### config.mk
export PLATFORM = sky130hd
export DESIGN_NAME = dafp_sqrt_cell
export DESIGN_NICKNAME = d
export VERILOG_FILES = /design/src/dihedral_angle_from_four_points_core_assert.svh /design/src/dafp_pkg.sv /design/src/dafp_sqrt_cell.sv
export SDC_FILE = /design/constraint.sdc
export NUM_CORES = 1
export LEC_CHECK = 0
export BUFFER_PORTS_ARGS = -buffer_cell sky130_fd_sc_hd__clkbuf_2
export CORE_ASPECT_RATIO = 0.7
export CORE_MARGIN = 1
export CORE_UTILIZATION = 40
export DETAILED_ROUTE_END_ITERATION = 12
export HOLD_SLACK_MARGIN = 0.06
export RECOVER_POWER = 25
export REMOVE_ABC_BUFFERS = 1
export SLEW_MARGIN = 40
export SYNTH_ARGS = -nofsm -noshare
export SYNTH_HDL_FRONTEND = slang
export SYNTH_SLANG_ARGS = --single-unit
### constraint.sdc
create_clock -name clock -period 6.6 [get_ports clock]
set_clock_uncertainty 0.15 [all_clocks]
set_input_delay 0.33 -clock clock [delete_from_list [all_inputs] [get_ports clock]]
set_output_delay 0.33 -clock clock [all_outputs]
set_load 0.01 [all_outputs]
### src/dihedral_angle_from_four_points_core_assert.svh
// Assertion macros shared by the core.
`ifndef DIHEDRAL_ANGLE_FROM_FOUR_POINTS_CORE_ASSERT_SVH
`define DIHEDRAL_ANGLE_FROM_FOUR_POINTS_CORE_ASSERT_SVH

// Same-cycle implication.
`define DAFP_ASSERT_IMP(lbl, ante, cons, msg) \
   lbl: assert property (@(posedge clock) disable iff (reset) (ante) |-> (cons)) \
      else $error(msg);

// Next-cycle implication.
`define DAFP_ASSERT_NXT(lbl, ante, cons, msg) \
   lbl: assert property (@(posedge clock) disable iff (reset) (ante) |=> (cons)) \
      else $error(msg);

`endif

### src/dafp_pkg.sv
package dafp_pkg;

   localparam int COORD_WIDTH     = 32;
   localparam int NUM_COORDS      = 12;
   localparam int REQ_DATA_W      = COORD_WIDTH * NUM_COORDS;
   localparam int DIFF_W          = COORD_WIDTH + 1;
   localparam int PROD_W          = 2 * DIFF_W;
   localparam int CROSS_W         = PROD_W + 1;
   localparam int LEN_W           = $clog2(CROSS_W + 1);
   localparam int NORM_BITS       = 30;
   localparam int M_W             = NORM_BITS + 1;
   localparam int MP_W            = 2 * M_W;
   localparam int WIDE_W          = 64;
   localparam int CR_W            = 34;
   localparam int CORD_W          = 48;
   localparam int STEPS           = 32;
   localparam int STEP_W          = $clog2(STEPS);
   localparam int ANGLE_FRAC_BITS = 14;
   localparam int ANGLE_W         = ANGLE_FRAC_BITS + 2;
   localparam int CODE_SHIFT      = 60 - ANGLE_FRAC_BITS;
   localparam int FRONT_STAGES    = 10;

   localparam logic [WIDE_W-1:0] PI_Q60   = 64'h3243F6A8885A308D;
   localparam logic [WIDE_W-1:0] HALF_LSB = 64'd1 << (CODE_SHIFT - 1);
   localparam logic [WIDE_W-1:0] MAX_CODE = (PI_Q60 + HALF_LSB) >> CODE_SHIFT;

   typedef struct packed {
      logic                     deg;
      logic [WIDE_W-1:0]        rem;
      logic [WIDE_W-1:0]        root;
      logic signed [CORD_W-1:0] x;
   } sqrt_type;

   typedef struct packed {
      logic                     deg;
      logic signed [CORD_W-1:0] x;
      logic signed [CORD_W-1:0] y;
      logic signed [WIDE_W-1:0] z;
   } cordic_type;

   function automatic logic [WIDE_W-1:0] atan_q60(input int step);
      logic [WIDE_W-1:0] sum;
      logic [WIDE_W-1:0] term;
      int                k;
      int                e;
      sum = '0;
      if (step == 0) begin
         sum = PI_Q60 >> 2;
      end else begin
         for (k = 0; k < 31; k++) begin
            e = step * (2 * k + 1);
            if (e <= 60) begin
               term = (64'd1 << (60 - e)) / 64'(2 * k + 1);
               if (k % 2 == 1) begin
                  sum = sum - term;
               end else begin
                  sum = sum + term;
               end
            end
         end
      end
      return sum;
   endfunction

endpackage

### src/dafp_sqrt_cell.sv
module dafp_sqrt_cell (
   input  logic                          clock,
   input  logic                          reset,
   input  logic                          adv,
   input  logic [dafp_pkg::STEP_W-1:0]   step,
   input  logic                          in_valid,
   input  dafp_pkg::sqrt_type            in_data,
   output logic                          out_valid,
   output dafp_pkg::sqrt_type            out_data
);

   logic                          valid_ff;
   dafp_pkg::sqrt_type            data_ff;
   dafp_pkg::sqrt_type            data_in;
   logic [dafp_pkg::WIDE_W-1:0]   bit_w;
   logic [dafp_pkg::WIDE_W-1:0]   trial;
   logic [5:0]                    sh;

   always_comb begin
      sh      = 6'd62 - {step, 1'b0};
      bit_w   = 64'd1 << sh;
      trial   = in_data.root + bit_w;
      data_in = in_data;
      if (in_data.rem >= trial) begin
         data_in.rem  = in_data.rem - trial;
         data_in.root = (in_data.root >> 1) + bit_w;
      end else begin
         data_in.root = in_data.root >> 1;
      end
   end

   always_ff @(posedge clock) begin
      if (reset) begin
         valid_ff <= 1'b0;
      end else if (adv) begin
         valid_ff <= in_valid;
      end
   end

   always_ff @(posedge clock) begin
      if (adv) begin
         data_ff <= data_in;
      end
   end

   assign out_valid = valid_ff;
   assign out_data  = data_ff;

endmodule

==> results.json <==
{
  "status": "complete, but fails checks",
  "failed_checks": "max-capacitance violations, max-slew violations",
  "yosysMostFrequentCell": "nand2_1",
  "die_w_um": 242,
  "final-hold-violation-count": 0,
  "grt_pass1_vias": 14900,
  "finalNetCount": 2646,
  "placedCellCount": 2746,
  "startpoint": "step[0]",
  "ctsHoldBuffers": 103,
  "cts_buffers": 17,
  "finalCriticalPeriod_ns": 6.22,
  "finalWirelength_um": 57600,
  "globalplace.congestion": 0.960,
  "syn_area_mm2": 0.0161,
  "end_kind": "register",
  "vias": 16500,
  "worst_pin_slew_ns": 5.00,
  "p_per_area_mw_per_mm2": 188,
  "wl_per_cell_um": 20.0,
  "synth_edf_count": 177,
  "clkSlewWorstSetupHoldPaths_ns": 0.07,
  "crit_fanout": 54,
  "rsz0062_at_grt": "no",
  "antenna_left": 0,
  "ys_seq_elements": 178,
  "crit_type": "in2reg",
  "grtUsageTotal": 0.274,
  "synthMuxAreaShare": 0.00903,
  "clock-sinks": 178,
  "area_growth_syn_to_layout_pct": 27.1,
  "syn_avg_cell_area_um2": 8.64,
  "antenna_found_initial": 3,
  "synth_top_family_by_area": "compound AO/OA/AOI/OAI gates",
  "critPathMaxStageDelay_ns": 0.38,
  "layoutNonFillerInstCount": 2884,
  "cp_data_required_time_ns": 6.67,
  "dieArea_mm2": 0.0410,
  "hold_ws_ns": 0.0971,
  "synthAdderAreaFrac": 0.100,
  "ys_types": 87,
  "dp.final_hpwl_um": 46000,
  "max_freq_mhz": 161,
  "async_flop_share": 0,
  "firstDrtPassIters": 6,
  "drv_cap": 1,
  "fin_util": 0.516,
  "io_pins": 364,
  "synth_area_leader_cell": "edfxtp_1",
  "setup_viol": 0,
  "slew_headroom": -2.33,
  "rows": 61,
  "cts_tree": "yes",
  "timing.critical_path.mode_cell": "buf_4",
  "place_area_mm2": 0.0188,
  "synth-simple-area-share": 0.188,
  "yosysSeqAreaShare": 0.332,
  "hp-class": "in2reg",
  "setup.worst_path.start_class": "input pin",
  "yosys_most_used_dff": "edfxtp_1",
  "cts_setup_buffers": 0,
  "synth_top_area_frac": 0.331,
  "htreeDepth": 4,
  "clock_latency_ns": 0.48,
  "synth_compound_area_frac": 0.239,
  "netlist_instances": 1859,
  "yosysWarningCount": 0,
  "core_area_mm2": 0.0396,
  "grt_overflow_total": 0,
  "drc": 0,
  "via_per_inst": 5.71,
  "fin_area_mm2": 0.0204,
  "fin_crit_sh": 0.943,
  "start_util": 0.406,
  "grt_max_degree": 93,
  "synth_xor_area_frac": 0.0992,
  "crit_arrival_ns": 6.29,
  "maxSlewViolCount": 93,
  "ys_top_cells_by_count": "nand2_1, edfxtp_1, o21ai_0",
  "yosys-top-cells-area": "edfxtp_1, ha_1, xor2_1",
  "p_leak_nw": 8.51,
  "crit_slowest_cell": "xnor2_1",
  "cts_root_buf": "clkbuf_16",
  "r2r_start": "out_valid",
  "die_h_um": 170,
  "ctsLongestPathBuffers": 2,
  "cts_resized": 0,
  "layout-drive-gt1-share": 0.221,
  "vdd_ir_drop_max_v": 0.000208,
  "grt_pass1_wl_um": 86600,
  "portBuffers": 363,
  "hp-start": "in_data[160]",
  "drt_iter0_markers": 1523
}
==> layout by cell type (no fill, tap or decap), drive strengths merged, types with 65 or more instances in the layout <==
cell type    instances
o21ai              183
nand2              229
a21oi              134
buf                 78
dlygate4sd3        103
a31oi               65
xnor2               82
edfxtp             177
nor2               159
clkbuf             380
xor2               100
ha                 126
==> layer usage <==
| metal | track usage | up-vias | share of wire | wire (µm) |
|---|---|---|---|---|
| met5 | 0 | - | 0 | 0 |
| met4 | 0.0781 | 0 | 0.020 | 1160 |
| met3 | 0.0511 | 59 | 0.073 | 4220 |
| met2 | 0.386 | 693 | 0.41 | 23500 |
| met1 | 0.417 | 7793 | 0.50 | 28700 |
| li1 | - | 7914 | - | - |
==> layout make-up <==
type	instances	area, µm²
fillers	3815	19200
multi-input cells	1562	10200
flip-flops and latches	178	5340
repair buffers	544	3470
well taps	535	669
clock buffers	17	425
clock inverters	15	194
inverters	30	113
diodes	3	7.51
==> state kept, by name (all words and copies together), names as in the netlist <==
signal	count
out_valid	1
out_data	177
==> critical path: cells and delay by family <==
family                     cells  cell delay, ns
AOI/OAI and AO/OA              9            2.03
and+or+nand+nor               10            1.47
buffers and inverters          6            1.19
adders and majority gates      2            0.70
xor gates and xnor gates       2            0.53
==> cell families after synthesis <==
family / Yosys count
AND/OR/NAND/NOR: 634
AO/OA/AOI/OAI: 605
XOR/XNOR: 182
flip-flops: 178
adder cells (fa/ha/maj): 128
buffers and inverters: 119
multiplexers: 13
==> stage by stage <==
stage / setup slack, ns / setup TNS (ns) / total power (W)
detailed placement: 0.0893 / 0 / 0.00270
CTS: 0.578 / 0 / 0.00387
finish: 0.376 / 0 / 0.00385
global placement: 0.152 / 0 / 0.00270
global route: 0.106 / 0 / 0.00405
floorplan: -4.46 / -560.82 / 0.00218
==> report_power, final <==
group	leakage [nW]	internal [W]	total [W]	switching [W]
sequential	1.74	0.00141	0.00145	0.0000435
combinational	6.48	0.000517	0.00130	0.000781
clock	0.300	0.000576	0.00110	0.000521
==> final timing paths <==
kind	slack, ns	to	cells past startpoint
setup / recovery	0.38	out_data[77]	29
hold / removal	0.1	out_data[160]	3
setup reg to reg	5.22	out_valid	3
hold reg to reg	0.91	out_valid	3
Power figures use the tool's default switching activity.
