### config.mk
export PLATFORM = sky130hd
export DESIGN_NAME = dafp_cordic_cell
export DESIGN_NICKNAME = d
export VERILOG_FILES = /design/src/dihedral_angle_from_four_points_core_assert.svh /design/src/dafp_pkg.sv /design/src/dafp_cordic_cell.sv
export SDC_FILE = /design/constraint.sdc
export NUM_CORES = 1
export LEC_CHECK = 0
export BUFFER_PORTS_ARGS = -buffer_cell sky130_fd_sc_hd__buf_4
export CAP_MARGIN = 15
export CORE_UTILIZATION = 35
export DETAILED_ROUTE_END_ITERATION = 10
export PLACE_DENSITY_LB_ADDON = 0.05
export RECOVER_POWER = 50
export SYNTH_ARGS = -nofsm -noshare
export SYNTH_HDL_FRONTEND = slang
export SYNTH_SLANG_ARGS = --single-unit
export TNS_END_PERCENT = 20
### constraint.sdc
create_clock -name clock -period 8.35 [get_ports clock]
set_input_delay 1.2525 -clock clock [delete_from_list [all_inputs] [get_ports clock]]
set_output_delay 1.2525 -clock clock [all_outputs]
set_load 0.01 [all_outputs]
### src/dihedral_angle_from_four_points_core_assert.svh
// Assertion macros shared by the core.
`ifndef DIHEDRAL_ANGLE_FROM_FOUR_POINTS_CORE_ASSERT_SVH
`define DIHEDRAL_ANGLE_FROM_FOUR_POINTS_CORE_ASSERT_SVH

// Same-cycle implication.
`define DAFP_ASSERT_IMP(lbl, ante, cons, msg) \
   lbl: assert property (@(posedge clock) disable iff (reset) (ante) |-> (cons)) \
      else $error(msg);

// Next-cycle implication.
`define DAFP_ASSERT_NXT(lbl, ante, cons, msg) \
   lbl: assert property (@(posedge clock) disable iff (reset) (ante) |=> (cons)) \
      else $error(msg);

`endif

### src/dafp_pkg.sv
package dafp_pkg;

   localparam int COORD_WIDTH     = 32;
   localparam int NUM_COORDS      = 12;
   localparam int REQ_DATA_W      = COORD_WIDTH * NUM_COORDS;
   localparam int DIFF_W          = COORD_WIDTH + 1;
   localparam int PROD_W          = 2 * DIFF_W;
   localparam int CROSS_W         = PROD_W + 1;
   localparam int LEN_W           = $clog2(CROSS_W + 1);
   localparam int NORM_BITS       = 30;
   localparam int M_W             = NORM_BITS + 1;
   localparam int MP_W            = 2 * M_W;
   localparam int WIDE_W          = 64;
   localparam int CR_W            = 34;
   localparam int CORD_W          = 48;
   localparam int STEPS           = 32;
   localparam int STEP_W          = $clog2(STEPS);
   localparam int ANGLE_FRAC_BITS = 14;
   localparam int ANGLE_W         = ANGLE_FRAC_BITS + 2;
   localparam int CODE_SHIFT      = 60 - ANGLE_FRAC_BITS;
   localparam int FRONT_STAGES    = 10;

   localparam logic [WIDE_W-1:0] PI_Q60   = 64'h3243F6A8885A308D;
   localparam logic [WIDE_W-1:0] HALF_LSB = 64'd1 << (CODE_SHIFT - 1);
   localparam logic [WIDE_W-1:0] MAX_CODE = (PI_Q60 + HALF_LSB) >> CODE_SHIFT;

   typedef struct packed {
      logic                     deg;
      logic [WIDE_W-1:0]        rem;
      logic [WIDE_W-1:0]        root;
      logic signed [CORD_W-1:0] x;
   } sqrt_type;

   typedef struct packed {
      logic                     deg;
      logic signed [CORD_W-1:0] x;
      logic signed [CORD_W-1:0] y;
      logic signed [WIDE_W-1:0] z;
   } cordic_type;

   function automatic logic [WIDE_W-1:0] atan_q60(input int step);
      logic [WIDE_W-1:0] sum;
      logic [WIDE_W-1:0] term;
      int                k;
      int                e;
      sum = '0;
      if (step == 0) begin
         sum = PI_Q60 >> 2;
      end else begin
         for (k = 0; k < 31; k++) begin
            e = step * (2 * k + 1);
            if (e <= 60) begin
               term = (64'd1 << (60 - e)) / 64'(2 * k + 1);
               if (k % 2 == 1) begin
                  sum = sum - term;
               end else begin
                  sum = sum + term;
               end
            end
         end
      end
      return sum;
   endfunction

endpackage

### src/dafp_cordic_cell.sv
module dafp_cordic_cell (
   input  logic                          clock,
   input  logic                          reset,
   input  logic                          adv,
   input  logic [dafp_pkg::STEP_W-1:0]   step,
   input  logic [dafp_pkg::WIDE_W-1:0]   atan,
   input  logic                          in_valid,
   input  dafp_pkg::cordic_type          in_data,
   output logic                          out_valid,
   output dafp_pkg::cordic_type          out_data
);

   logic                               valid_ff;
   dafp_pkg::cordic_type               data_ff;
   dafp_pkg::cordic_type               data_in;
   logic signed [dafp_pkg::CORD_W-1:0] xv;
   logic signed [dafp_pkg::CORD_W-1:0] yv;
   logic signed [dafp_pkg::CORD_W-1:0] dx;
   logic signed [dafp_pkg::CORD_W-1:0] dy;
   logic signed [dafp_pkg::WIDE_W-1:0] zv;

   always_comb begin
      xv      = in_data.x;
      yv      = in_data.y;
      zv      = in_data.z;
      dx      = yv >>> step;
      dy      = xv >>> step;
      data_in = in_data;
      if (yv > 0) begin
         data_in.x = xv + dx;
         data_in.y = yv - dy;
         data_in.z = zv + $signed(atan);
      end else begin
         data_in.x = xv - dx;
         data_in.y = yv + dy;
         data_in.z = zv - $signed(atan);
      end
   end

   always_ff @(posedge clock) begin
      if (reset) begin
         valid_ff <= 1'b0;
      end else if (adv) begin
         valid_ff <= in_valid;
      end
   end

   always_ff @(posedge clock) begin
      if (adv) begin
         data_ff <= data_in;
      end
   end

   assign out_valid = valid_ff;
   assign out_data  = data_ff;

endmodule

==> impl_metrics.toml, run 1 <==
[status]
status = "finished, violations left"
violations = "max-capacitance violations, max-slew violations"

[yosys]
yosysWarnings = 0
synth_top_area_share = 0.193
yosys.area.top_type = "edfxtp_1"
synth.ff_latch_count = 162
synth_seq_area_share = 0.194
synth.distinct_cells = 92
ys_top_cells_by_area = "edfxtp_1, mux4_2, ha_1, xnor2_1, mux2i_1"
postSynthAreaPerCell_um2 = 8.84
async_flop_share = 0
ys.flop_type = "edfxtp_1"
synth_edf_count = 161
syn-instance-count = 2836
syn_area_um2 = 25100
syn_nets = 3249

[finish]
final_nets = 3703
area_growth_pct = 20.0
stdcell_area_um2 = 30100
drive_above_1_share = 0.213
fillers = 7235

[pwr]
p_leak_nw = 12.3
p_total_mw = 5.09
p_per_area_nw_per_um2 = 169
vdd_drop_max_mv = 0.135
p_int_mw = 2.85
swShare = 0.441
p_comb_frac = 0.586
seq_power_share = 0.251
p_sw_mw = 2.24
p_clk_frac = 0.163

[sta]
tns_ns = 0
fmax_ghz = 0.135
drv_slew = 115
fin_crit_sh = 0.885
rsz0062_at_grt = "false"
worstMarginPinSlew_ns = 3.78
period_minus_slack_ns = 7.39
hold_viol = 0
fin_skew_ns = 0
setup_viol = 0
slew-limit-headroom = -1.52

[worst_setup_path]
critPathLaunchType = "input port"
reg2reg_depth = 2
arrival_ns = 7.63
critical-path-top-delay-family = "compound AO/OA/AOI/OAI gates"
crit_type = "input port to flop"
cp_num_cells = 25
slowest_stage = "mux4_2"
cpPeakStageDelay_ns = 0.58
crit_required_ns = 8.59
critPathMaxFanout = 57
path_buf_inv = 4
cp-end-kind = "flop"

[routing]
viasPerCell = 6.08
drt_iter0_drc = 2471
wire_per_inst_um = 27.0
antenna_left = 0
via_count = 25800
drtPass1Iterations = 6
wirelength_um = 114000
drc_errors = 0

[grt]
grt_use_total = 0.306
antenna_found_initial = 2
grt_pass1_wl_um = 167000
grt_max_degree = 63
grt_overflow = 0
grt_pass1_vias = 25300

[clock_network]
cts_sinks = 162
clock_path_buffers = 2
ctsResizeCount = 0
cts_root_buf = "clkbuf_16"
path_clk_slew_ns = 0.09
insertion_delay_ns = 0.49
ctsHoldBuffers = 0
htree_levels = 4
post_cts_buffers = 0
numCtsBuffers = 17
cts_tree = "done"

[die]
core-area_um2 = 70400
dieArea_um2 = 72700
rows = 97
ioPinCount = 396
die-width_um = 270
floorplan.initialDensity = 0.356
fp.dieH_um = 270

[placement]
gp_congestion = 0.990
dp_hpwl_um = 91500
io_buffers = 395
placed_area_um2 = 30100

[job]
maxCapViolations = 2

[min_path]
holdPathStages = 2
hold_path_class = "flop to flop"
[kinds of logic after synthesis]
| kind of cell | after synthesis | synth area share |
|---|---|---|
| buffers and inverters | 226 | 0.0400 |
| XOR/XNOR | 291 | 0.102 |
| AND/OR/NAND/NOR | 789 | 0.154 |
| flip-flops | 162 | 0.194 |
| AO/OA/AOI/OAI | 866 | 0.230 |
| multiplexers | 323 | 0.191 |
| adder cells (fa/ha/maj) | 179 | 0.0902 |
[placed cells by master (no fill, tap or decap), drive strengths merged, types with 53 or more instances in the layout]
| cell type | netlist | final |
|---|---|---|
| nand2 | 208 | 208 |
| nand3 | 62 | 62 |
| mux4 | 115 | 115 |
| o21ai | 134 | 134 |
| inv | 58 | 65 |
| clkbuf | 89 | 184 |
| nor2 | 215 | 215 |
| buf | 76 | 434 |
| edfxtp | 161 | 161 |
| mux2i | 126 | 126 |
| nor3 | 53 | 53 |
| ha | 176 | 176 |
| mux2 | 82 | 82 |
| xor2 | 114 | 114 |
| xnor2 | 177 | 177 |
| a21oi | 239 | 239 |
| a21o | 111 | 111 |
[flip-flops by register name, indices dropped and copies added, names as in the netlist]
register,cells
out_data,161
out_valid,1
[cell usage after synthesis, types with 32 or more instances]
library cell and number:
o21ai_0 132, inv_1 58, nand2b_1 34, xnor2_1 177, nand3_1 60, edfxtp_1 161
a21oi_1 239, nand4_1 32, buf_2 41, nor2_1 215, o22ai_1 36, and2_1 33
ha_1 176, o31ai_1 32, mux4_2 115, xor2_1 114, a31oi_1 43, a21o_1 111
nor3_1 52, clkbuf_1 89, nand2_1 208, mux2i_1 126, mux2_2 74
[stage by stage]
step,std cells,setup WS (ns),hold slack [ns],utilization
floorplan,2836,0.749,0.528,-
global placement,4211,0.330,0.473,0.428
finish,4244,0.963,0.528,0.427
CTS,4243,0.942,0.528,0.436
global route,4244,0.630,0.606,0.427
detailed placement,4211,0.411,0.506,0.428
[final cells by class]
class / instances / area [um2] / share of cell area
Sequential cell: 162 / 4850 / 0.161
Timing Repair Buffer: 600 / 4000 / 0.133
Tap cell: 940 / 1180 / 0.0391
Multi-Input combinational cell: 2448 / 19200 / 0.639
Inverter: 61 / 230 / 0.00765
Clock inverter: 14 / 161 / 0.00536
Antenna cell: 1 / 2.50 / 0.0000832
Clock buffer: 18 / 429 / 0.0143
[worst paths after layout]
check / startpoint / endpoint / slack (ns)
setup / recovery: step[3] / out_data[110] / 0.96
hold / removal: out_valid / out_valid / 0.53
setup reg to reg: out_valid / out_valid / 7.75
hold reg to reg: out_valid / out_valid / 0.53
[power by group through the flow]
stage / combinational [mW] / clock [mW] / sequential (mW)
detailed placement: 3.11 / 0 / 1.30
finish: 2.98 / 0.832 / 1.28
CTS: 3.12 / 0.865 / 1.28
global placement: 3.11 / 0 / 1.30
floorplan: 1.70 / 0 / 1.40
global route: 3.22 / 0.893 / 1.30
[worst min-delay path, delay by kind of cell, from the launching register on]
family / cells / cell delay [ns]
and+or+nand+nor: 1 / 0.08
muxes: 1 / 0.07
DFF: 1 / 0.34
[per-layer routing]
metal  global-route usage  share of wire  vias up
li1                     -              -    11800
met1                0.406           0.43    12600
met2                0.488           0.46     1210
met3               0.0569          0.072      174
met4                0.124          0.038        0
met5                    0              0        -
Note: power is estimated with default switching activity, not from simulation.
==> run 2: changes to the inputs <==
Clock period 8.35 ns to 9.3 ns, I/O delays scaled along.
==> impl_metrics.toml, run 2 (synthesis results as in run 1) <==
[grt]
grt_use_total = 0.303
grt_pass1_vias = 24700
grt_max_degree = 62
antenna_found_initial = 2
grt_overflow = 0
grt_pass1_wl_um = 166000

[finish]
final_cells = 4123
area_growth_pct = 16.3
mostFrequentLayoutCell = "buf_4"
drive_above_1_share = 0.183
fillers = 7343
largest_reg_flops = 161
final_cell_mix = "buf_4, a21oi_1, nor2_1"
final_nets = 3582
stdcell_area_um2 = 29200
utilization = 0.414

[clock_network]
post_cts_buffers = 0
ctsHoldBuffers = 0
insertion_delay_ns = 0.49
path_clk_slew_ns = 0.08
ctsResizeCount = 0
cts_tree = "done"
cts_root_buf = "clkbuf_16"
cts_sinks = 162
clock_path_buffers = 2
htree_levels = 4
numCtsBuffers = 17

[worst_setup_path]
crit_required_ns = 9.53
critPathMaxFanout = 25
slowest_stage = "nor4_1"
arrival_ns = 8.38
critPathLaunchType = "input port"
path_common_cell = "o21ai_0"
rr_startpoint = "out_valid"
reg2reg_depth = 2
critical-path-top-delay-family = "simple AND/OR/NAND/NOR gates"
crit_chain = "buf_4 -> nor4_1 -> nand4_1 -> nor3_2 -> nor2_4 -> buf_4 -> o21ai_0 -> xor2_1 -> ha_1 -> nand4_1 -> nor3_1 -> a221o_1 -> or4_1 -> o21ai_0 -> a41oi_1 -> nor3_1 -> o21ai_0 -> o31ai_1 -> o21ai_0 -> xnor2_1"
cp_num_cells = 20
crit_type = "input port to flop"
rrSetupSlack_ns = 8.64
crit_path_start = "in_data[66]"
reg2reg_to = "out_valid"
cpPeakStageDelay_ns = 0.99
cp-end-kind = "flop"
cp-endpoint = "out_data[58]"
path_buf_inv = 2

[routing]
via_count = 25400
drc_errors = 0
viasPerCell = 6.17
drt_iter0_drc = 2448
wirelength_um = 114000
drtPass1Iterations = 6
wire_per_inst_um = 27.6
antenna_left = 0

[pwr]
p_leak_nw = 11.7
p_total_mw = 4.49
vdd_drop_max_mv = 0.107
p_per_area_nw_per_um2 = 154

[die]
core-area_um2 = 70400
floorplan.initialDensity = 0.356
ioPinCount = 396
dieArea_um2 = 72700
fp.dieH_um = 270
rows = 97
die-width_um = 270

[sta]
period_minus_slack_ns = 8.15
hold_viol = 0
setup_viol = 0
finalHoldWorstSlack_ns = 0.519
worstMarginPinSlew_ns = 3.73
tns_ns = 0
rsz0062_at_grt = "false"
slew-limit-headroom = -1.49
fin_skew_ns = 0
fmax_ghz = 0.123
fin_ws_ns = 1.15
fin_crit_sh = 0.877
drv_slew = 105

[placement]
placed_area_um2 = 29200
post-place-ws_ns = 0.767
io_buffers = 395
gp_congestion = 0.970
dp_hpwl_um = 90900
dp_cells = 4090

[job]
maxCapViolations = 2

[min_path]
hold_path_class = "flop to flop"

[status]
status = "finished, violations left"
violations = "max-capacitance violations, max-slew violations"
==> run 2: worst min-delay path by stage <==
| stage | start | endpoint | slack (ns) | cells past startpoint |
|---|---|---|---|---|
| floorplan | out_valid | out_valid | 0.53 | 2 |
| global placement | out_valid | out_valid | 0.47 | 2 |
| detailed placement | out_valid | out_valid | 0.51 | 2 |
| CTS | out_valid | out_valid | 0.53 | 2 |
| global route | out_valid | out_valid | 0.55 | 2 |
| finish | out_valid | out_valid | 0.52 | 2 |
==> run 2: area by class of cell <==
type / count / area (um2) / area share
Timing Repair Buffer: 479 / 3040 / 0.104
Clock buffer: 19 / 453 / 0.0155
Multi-Input combinational cell: 2448 / 19200 / 0.660
Antenna cell: 1 / 2.50 / 0.0000858
Tap cell: 940 / 1180 / 0.0403
Clock inverter: 13 / 163 / 0.00558
Sequential cell: 162 / 4850 / 0.167
Inverter: 61 / 230 / 0.00790
==> run 2: power by group <==
part | total, mW | switching [mW] | internal [mW] | leakage (nW)
sequential | 1.14 | 0.0571 | 1.09 | 1.58
combinational | 2.55 | 1.55 | 1.01 | 9.81
clock | 0.790 | 0.370 | 0.420 | 0.301
total | 4.49 | 1.97 | 2.51 | 11.7
==> run 2: worst min-delay path, stage by stage, from the launching register on <==
cell     delay [ns]
dfxtp_1        0.34
mux2i_1        0.07
nor2_1         0.08
==> run 2: per-layer routing <==
layer	GRT usage	vias to the layer above	part of all wire
met1	0.405	12500	0.43
met5	0	-	0.00017
met4	0.115	2	0.038
met2	0.489	1165	0.46
met3	0.0495	191	0.069
li1	-	11600	-
